===== config.mk =====
export PLATFORM = sky130hd
export DESIGN_NAME = button_short_long_press
export DESIGN_NICKNAME = d
export VERILOG_FILES = /design/src/rtl/core/bslp_pkg.sv /design/src/rtl/core/bslp_front.sv /design/src/rtl/core/bslp_queue.sv /design/src/rtl/core/bslp_back.sv /design/src/rtl/core/button_short_long_press.sv
export SDC_FILE = /design/constraint.sdc
export NUM_CORES = 1
export LEC_CHECK = 0
export BUFFER_PORTS_ARGS = -buffer_cell sky130_fd_sc_hd__buf_2
export CELL_PAD_IN_SITES_DETAIL_PLACEMENT = 1
export CELL_PAD_IN_SITES_GLOBAL_PLACEMENT = 1
export CORE_ASPECT_RATIO = 0.9
export CORE_MARGIN = 2
export CORE_UTILIZATION = 45
export CTS_BUF_LIST = sky130_fd_sc_hd__clkbuf_4 sky130_fd_sc_hd__clkbuf_8 sky130_fd_sc_hd__clkbuf_16
export DETAILED_ROUTE_END_ITERATION = 6
export PLACE_DENSITY = 0.82
export SLEW_MARGIN = 20
export SYNTH_ARGS = -nofsm -noshare
export SYNTH_HDL_FRONTEND = slang
export SYNTH_SLANG_ARGS = --single-unit

===== constraint.sdc =====
create_clock -name clk -period 6.2 [get_ports clk]
set_input_delay 0.62 -clock clk [delete_from_list [all_inputs] [get_ports clk]]
set_output_delay 0.62 -clock clk [all_outputs]
set_load 0.05 [all_outputs]

===== src/rtl/core/bslp_pkg.sv =====
// Shared constants and types for the short/long press detector.
package bslp_pkg;

  // Number of keys scanned per sample
  localparam int NUM_KEYS = 3;

  // Width of the key index carried on the result channel
  localparam int KEY_W = 2;

  // Hold limit in ms after reset
  localparam logic [15:0] LIMIT_RESET = 16'd1000;

  // Samples that can sit between classifier and event sequencer
  localparam int QUEUE_DEPTH = 2;
  localparam int QPTR_W = (QUEUE_DEPTH > 1) ? $clog2(QUEUE_DEPTH) : 1;
  localparam int QCNT_W = $clog2(QUEUE_DEPTH + 1);

  // Event codes
  localparam logic EVT_SHORT = 1'b0;
  localparam logic EVT_LONG  = 1'b1;

  // Classified events of one sample: which keys fired, and the kind for each
  typedef struct packed {
    logic [NUM_KEYS-1:0] hit;
    logic [NUM_KEYS-1:0] kind;
  } event_set_t;

  // Queue status seen by the two sides
  typedef struct packed {
    logic full;
    logic empty;
  } queue_status_t;

endpackage


===== src/rtl/core/bslp_front.sv =====
// Sample classifier: per-key press tracking and event detection.
module bslp_front (
  input  logic                        clk,
  input  logic                        rst,
  input  logic                        cfg_we,
  input  logic [15:0]                 cfg_data,
  input  logic                        in_valid,
  output logic                        in_stall,
  input  logic [2:0]                  key_levels,
  input  logic [31:0]                 now_time,
  input  bslp_pkg::queue_status_t     q_status,
  output logic                        q_push,
  output bslp_pkg::event_set_t        q_data
);
  import bslp_pkg::*;

  logic [15:0]         long_press_limit;
  logic [NUM_KEYS-1:0] was_pressed;
  logic [31:0]         press_start [NUM_KEYS];
  logic [NUM_KEYS-1:0] long_fired;

  logic [NUM_KEYS-1:0] down;
  logic [NUM_KEYS-1:0] rise;
  logic [NUM_KEYS-1:0] long_fired_next;
  event_set_t          evs;
  logic                accept;

  // Keys past the input field read as pressed
  always_comb begin
    for (int i = 0; i < NUM_KEYS; i++) begin
      if (i < 3) down[i] = ~key_levels[i];
      else       down[i] = 1'b1;
    end
  end

  // Per-key classification, one lane per key
  always_comb begin
    logic [31:0] elapsed;
    logic        below;
    for (int i = 0; i < NUM_KEYS; i++) begin
      elapsed            = now_time - press_start[i];
      below              = elapsed < {16'd0, long_press_limit};
      rise[i]            = down[i] & ~was_pressed[i];
      evs.hit[i]         = 1'b0;
      evs.kind[i]        = EVT_SHORT;
      long_fired_next[i] = long_fired[i];
      if (rise[i]) begin
        long_fired_next[i] = 1'b0;
      end else if (!down[i] && was_pressed[i]) begin
        evs.hit[i] = below & ~long_fired[i];
      end else if (down[i] && !long_fired[i] && !below) begin
        evs.hit[i]         = 1'b1;
        evs.kind[i]        = EVT_LONG;
        long_fired_next[i] = 1'b1;
      end
    end
  end

  assign in_stall = q_status.full;
  assign accept   = in_valid & ~in_stall;
  assign q_push   = accept & (|evs.hit);
  assign q_data   = evs;

  // Limit register
  always_ff @(posedge clk) begin
    if (rst) begin
      long_press_limit <= LIMIT_RESET;
    end else if (cfg_we) begin
      long_press_limit <= cfg_data;
    end
  end

  // Per-key state update on each accepted transaction
  always_ff @(posedge clk) begin
    if (rst) begin
      was_pressed <= '0;
      long_fired  <= '0;
      for (int i = 0; i < NUM_KEYS; i++) press_start[i] <= '0;
    end else if (accept) begin
      was_pressed <= down;
      long_fired  <= long_fired_next;
      for (int i = 0; i < NUM_KEYS; i++) begin
        if (rise[i]) press_start[i] <= now_time;
      end
    end
  end

endmodule


===== src/rtl/core/bslp_queue.sv =====
// Short queue of classified samples between classifier and sequencer.
module bslp_queue (
  input  logic                    clk,
  input  logic                    rst,
  input  logic                    push,
  input  bslp_pkg::event_set_t    push_data,
  input  logic                    pop,
  output bslp_pkg::event_set_t    head,
  output bslp_pkg::queue_status_t status
);
  import bslp_pkg::*;

  event_set_t          mem [QUEUE_DEPTH];
  logic [QPTR_W-1:0]   wr_ptr;
  logic [QPTR_W-1:0]   rd_ptr;
  logic [QCNT_W-1:0]   count;

  assign status.full  = (count == QCNT_W'(QUEUE_DEPTH));
  assign status.empty = (count == '0);
  assign head         = mem[rd_ptr];

  // Storage
  always_ff @(posedge clk) begin
    if (push) mem[wr_ptr] <= push_data;
  end

  // Pointers and fill count
  always_ff @(posedge clk) begin
    if (rst) begin
      wr_ptr <= '0;
      rd_ptr <= '0;
      count  <= '0;
    end else begin
      if (push) begin
        wr_ptr <= (wr_ptr == QPTR_W'(QUEUE_DEPTH - 1)) ? '0 : wr_ptr + 1'b1;
      end
      if (pop) begin
        rd_ptr <= (rd_ptr == QPTR_W'(QUEUE_DEPTH - 1)) ? '0 : rd_ptr + 1'b1;
      end
      if (push && !pop)      count <= count + 1'b1;
      else if (pop && !push) count <= count - 1'b1;
    end
  end

  // Never overfill or drain an empty queue
  a_no_overflow: assert property (@(posedge clk) disable iff (rst)
    !(push && status.full && !pop))
    else $error("queue push while full");
  a_no_underflow: assert property (@(posedge clk) disable iff (rst)
    !(pop && status.empty))
    else $error("queue pop while empty");
  a_count_step: assert property (@(posedge clk) disable iff (rst)
    (push && !pop) |=> !status.empty)
    else $error("queue empty after push");

endmodule


===== src/rtl/core/bslp_back.sv =====
// Event sequencer: emits one event per cycle while the output is not stalled, in key order, marks the last.
module bslp_back (
  input  logic                          clk,
  input  logic                          rst,
  input  bslp_pkg::event_set_t          head,
  input  bslp_pkg::queue_status_t       q_status,
  output logic                          q_pop,
  output logic                          out_valid,
  input  logic                          out_stall,
  output logic [bslp_pkg::KEY_W-1:0]    key_index,
  output logic                          event_kind,
  output logic                          last_event
);
  import bslp_pkg::*;

  event_set_t          rem;
  event_set_t          src;
  logic                rem_busy;
  logic                src_ok;
  logic                advance;
  logic [KEY_W-1:0]    sel_idx;
  logic [NUM_KEYS-1:0] sel_mask;
  logic                sel_kind;
  logic [NUM_KEYS-1:0] rest;

  assign rem_busy = |rem.hit;
  assign src      = rem_busy ? rem : head;
  assign src_ok   = rem_busy | ~q_status.empty;
  assign advance  = ~out_valid | ~out_stall;
  assign q_pop    = advance & ~rem_busy & ~q_status.empty;

  // Lowest pending key wins
  always_comb begin
    sel_idx  = '0;
    sel_mask = '0;
    sel_kind = EVT_SHORT;
    for (int i = NUM_KEYS - 1; i >= 0; i--) begin
      if (src.hit[i]) begin
        sel_idx  = KEY_W'(i);
        sel_mask = NUM_KEYS'(1) << i;
        sel_kind = src.kind[i];
      end
    end
    rest = src.hit & ~sel_mask;
  end

  // Output register and remaining-event register
  always_ff @(posedge clk) begin
    if (rst) begin
      out_valid <= 1'b0;
      rem.hit   <= '0;
    end else if (advance) begin
      if (src_ok) begin
        out_valid <= 1'b1;
        rem.hit   <= rest;
        rem.kind  <= src.kind;
      end else begin
        out_valid <= 1'b0;
      end
    end
  end

  always_ff @(posedge clk) begin
    if (advance && src_ok) begin
      key_index  <= sel_idx;
      event_kind <= sel_kind;
      last_event <= (rest == '0);
    end
  end

  // A sample's events stay contiguous on the output
  a_no_gap: assert property (@(posedge clk) disable iff (rst)
    (out_valid && !out_stall && !last_event) |=> out_valid)
    else $error("gap inside a sample's events");
  a_pending_shown: assert property (@(posedge clk) disable iff (rst)
    rem_busy |-> (out_valid && !last_event))
    else $error("pending events without a shown non-last event");
  a_key_order: assert property (@(posedge clk) disable iff (rst)
    (out_valid && !out_stall && !last_event) |=> (key_index > $past(key_index)))
    else $error("events out of key order");

endmodule


===== src/rtl/core/button_short_long_press.sv =====
// Top level of the short/long press detector.
// Each accepted transaction is one scan sample (active-low key levels and a
// millisecond timestamp). The classifier takes a sample every cycle while its
// two-entry sample queue has room, updates the per-key press state in that
// cycle and queues the sample's events; samples with no events are absorbed.
// The sequencer emits events one per cycle while the output is not stalled,
// in key order from its output register, with last_event set on the final
// event of a sample, so a sample with k events (up to 3) yields k output
// transfers; the first event is registered into the output register straight
// from the queue head. A stall on the output backs up the queue and then the
// input. The limit register may be written only while no sample is in flight.
module button_short_long_press (
  input  logic                      clk,
  input  logic                      rst,
  input  logic                      cfg_we,
  input  logic [15:0]               cfg_data,
  input  logic                      in_valid,
  output logic                      in_stall,
  input  logic [2:0]                key_levels,
  input  logic [31:0]               now_time,
  output logic                      out_valid,
  input  logic                      out_stall,
  output logic [bslp_pkg::KEY_W-1:0] key_index,
  output logic                      event_kind,
  output logic                      last_event
);
  import bslp_pkg::*;

  queue_status_t q_status;
  event_set_t    q_data;
  event_set_t    q_head;
  logic          q_push;
  logic          q_pop;

  bslp_front u_front (
    .clk        (clk),
    .rst        (rst),
    .cfg_we     (cfg_we),
    .cfg_data   (cfg_data),
    .in_valid   (in_valid),
    .in_stall   (in_stall),
    .key_levels (key_levels),
    .now_time   (now_time),
    .q_status   (q_status),
    .q_push     (q_push),
    .q_data     (q_data)
  );

  bslp_queue u_queue (
    .clk       (clk),
    .rst       (rst),
    .push      (q_push),
    .push_data (q_data),
    .pop       (q_pop),
    .head      (q_head),
    .status    (q_status)
  );

  bslp_back u_back (
    .clk        (clk),
    .rst        (rst),
    .head       (q_head),
    .q_status   (q_status),
    .q_pop      (q_pop),
    .out_valid  (out_valid),
    .out_stall  (out_stall),
    .key_index  (key_index),
    .event_kind (event_kind),
    .last_event (last_event)
  );

endmodule


==> reports/summary.txt <==
===============================================================================================
Result of the run                                                                     completed
Post-synth top area share                                                                27.81%
Average instance area after synthesis                                               8.805 sq um
Antenna violations before repair                                                              1
First-pass GRT wire length                                                             64.51 mm
Power density relative to cell area                                                303.2 nW/um^2
Asr flop ratio synth                                                                         0%
Setup WS pre-CTS                                                                     -0.1331 ns
Primary FF master, synth                                                           sky130_fd_sc_hd__edfxtp_1
Starting density of the core                                                             45.93%
Worst-Skew Late Latency                                                                 0.45 ns
Relative slew slack                                                                      33.94%
F_max                                                                                 168.9 MHz
Cell with the largest stage delay on the worst path                                sky130_fd_sc_hd__or4_4
Final routed wire length divided by cell count                                     22.56 microns
Row count                                                                                    57
Number of library cell types mapped by synthesis                                             81
All-Layer GR Usage                                                                       28.99%
Delay of the slowest cell on the worst path                                             0.58 ns
Startpoint class of the critical path                                                 flip-flop
TritonCTS buffer count                                                                       17
Number of enable-type register cells in the synthesized netlist                             115
Setup violators final                                                                         0
Pin count of the biggest net entering global routing                                         31
Cell occurring most often along the worst timing path                              sky130_fd_sc_hd__ha_1
Final global-route overflow total                                                             0
1st-pass router iterations                                                                    5
Clock buffer depth                                                                            2
Top post-synthesis cells by count                                                  sky130_fd_sc_hd__ha_1, sky130_fd_sc_hd__inv_1, sky130_fd_sc_hd__a21oi_1
Most area-consuming cells after synthesis                                          sky130_fd_sc_hd__edfxtp_1, sky130_fd_sc_hd__ha_1, sky130_fd_sc_hd__a21oi_1
Post-route cell area                                                               13,770 sq um
HPWL after detailed placement                                                          33.08 mm
Seq cells post-synth                                                                        145
Clock input transition at the sequential cells of the worst setup and hold paths        0.07 ns
Area of the die                                                                    28,940 sq um
Area added between synthesis and finish                                                  10.90%
Kind of cell adding the most delay to the critical path                            simple AND/OR/NAND/NOR gates
Final setup slack of the worst path                                                   0.2785 ns
Buffers on Ports                                                                             61
Clock tree from TritonCTS                                                                   yes
Count of warnings emitted by yosys                                                            0
Number of hold violations in the final report                                                 0
Yosys top cell by area                                                             sky130_fd_sc_hd__edfxtp_1
Met2 usage in global routing                                                             47.87%
Slew @ Worst Pin                                                                      0.9886 ns
Number of nets in the final layout                                                        1,668
Area post-placement                                                                13,160 sq um
Worst hold-check path type                                                            in -> reg
RSZ-0062 raised after global routing                                                         no
Fraction of layout instances using a drive strength above 1                              9.912%
Number of nets in the synthesized netlist                                                 1,608
Post-layout util                                                                         50.94%
Largest driver fanout on the critical path                                                    5
Post-route clock period utilization                                                      95.51%
CTS H-tree depth                                                                              4
Buffer and inverter count on the worst path                                                   1
Type of the setup path with the least slack                                          reg -> reg
Hold buffer count at cts                                                                      0
Arr. time, crit path                                                                    6.30 ns
Shortest period the worst path allows                                                  5.922 ns
Number of cells produced by synthesis                                                     1,410
Max-capacitance violation count                                                               0
Clock Skew                                                                           0.01138 ns
Required time of the critical path                                                      6.58 ns
Count of antenna diodes in the layout                                                         0
Crit end category                                                                     flip-flop
Floorplan Core Area                                                                27,030 sq um
DR DRC count                                                                                  0
Met1 track demand over resource                                                          39.39%
Drt initial violations                                                                      804
Clk Tree Root Cell                                                                 sky130_fd_sc_hd__clkbuf_16
Final Max Tran Viols                                                                          0
Vias after detailed routing                                                              11,460
Sequential fraction of the synthesis area                                                32.65%
Count of clock tree sinks                                                                   145
Gp weighted congestion                                                                   0.9038
Count of boundary I/O pins                                                                   62
Routed via count divided by cell count                                                    6.238
Die height                                                                         161.6 microns
Vias in the first global route                                                           11,800
Leakage dissipation                                                                    5.800 nW
Count of antenna-violating nets left after detailed routing                                   0
Maximum vdd drop                                                                    0.0001808 V
Busiest metal layer after global routing                                                   met2
Synth Cell Area                                                                    12,420 sq um
Fraction of met3 tracks used by global routing                                           4.708%
Horiz. Die Dim                                                                     179.1 microns
Total routed wirelength                                                                41.45 mm
===============================================================================================
## cells by family (layout without fill, tap and decap cells)
logic type	after synthesis	after routing	share of synthesized area [%]
adder cells (fa/ha/maj)	143	143	14.57
flip-flops	145	145	32.65
buffers and inverters	180	253	5.452
XOR/XNOR	54	54	3.809
AO/OA/AOI/OAI	421	421	22.79
AND/OR/NAND/NOR	440	440	18.47
multiplexers	27	27	2.257
## through the flow
stage                     hold slack [ns]  total power [mW]  TNS [ns]  std cells
after CTS                          0.3966             4.148         0       1836
after floorplan                    0.4374             2.553         0       1410
after global placement             0.4514             2.988         0       1804
final                              0.4017             4.174         0       1837
after global routing               0.4151             4.401         0       1837
after detailed placement           0.4767             3.077   -0.7576       1804
## sequential cells by signal (all words and copies together), names as in the netlist, named ones only
name	count
u_front.press_start	96
u_front.long_press_limit	16
u_queue.mem	12
u_back.rem	5
u_front.long_fired	3
u_front.was_pressed	3
u_back.key_index	2
u_queue.count	2
u_back.event_kind	1
u_back.last_event	1
u_back.out_valid	1
u_queue.rd_ptr	1
u_queue.wr_ptr	1
## cell type report
cell class              instances  area [sq um]
inverters                     140         525.5
fillers                      3214         13260
clock inverters                14         141.4
clock buffers                  18         432.9
well taps                     354         442.9
flip-flops and latches        145          4054
multi-input cells            1085          7717
repair buffers                 81         455.4
## power breakdown
group	internal (mW)	switching, mW	total (mW)
clock	0.573	0.494	1.07
sequential	1.21	0.0595	1.27
combinational	0.677	1.16	1.84
## layout by cell type (no fill, tap or decap), drive strengths merged, types with 38 or more instances in the layout
cell,Yosys,routed
buf,2,81
ha,139,139
edfxtp,115,115
inv,139,150
nor2,105,105
nand2,98,98
xnor2,38,38
and2,44,44
a21oi,127,127
a21o,40,40
o21ai,56,56
## metal layers
metal / share of wire, % / up-vias
met5: 0.031 / -
met4: 2.1 / 2
met3: 5.6 / 56
met2: 47 / 280
met1: 46 / 5771
li1: - / 5350
## what timing repair did
| action | CTS | global route |
|---|---|---|
| setup buffers | 0 | 1 |
| gates resized for setup | 0 | 6 |
| setup endpoints to repair | 0 | 14 |
## worst paths after layout
path	depth (start not counted)	start	slack, ns	endpoint
worst min register to register	2	u_front.long_fired[1]	0.50	u_front.long_fired[1]
worst max register to register	25	u_front.press_start[0][38]	0.28	u_queue.count[1]
worst min-delay path	3	cfg_data[3]	0.40	u_front.long_press_limit[3]
worst max-delay path	25	u_front.press_start[0][38]	0.28	u_queue.count[1]
## tightest hold or removal path, cell delays in order
cell	delay (ns)
sky130_fd_sc_hd__buf_2	0.08
sky130_fd_sc_hd__nand2_1	0.05
sky130_fd_sc_hd__o211ai_1	0.06
(Power assumes the default switching activity.)
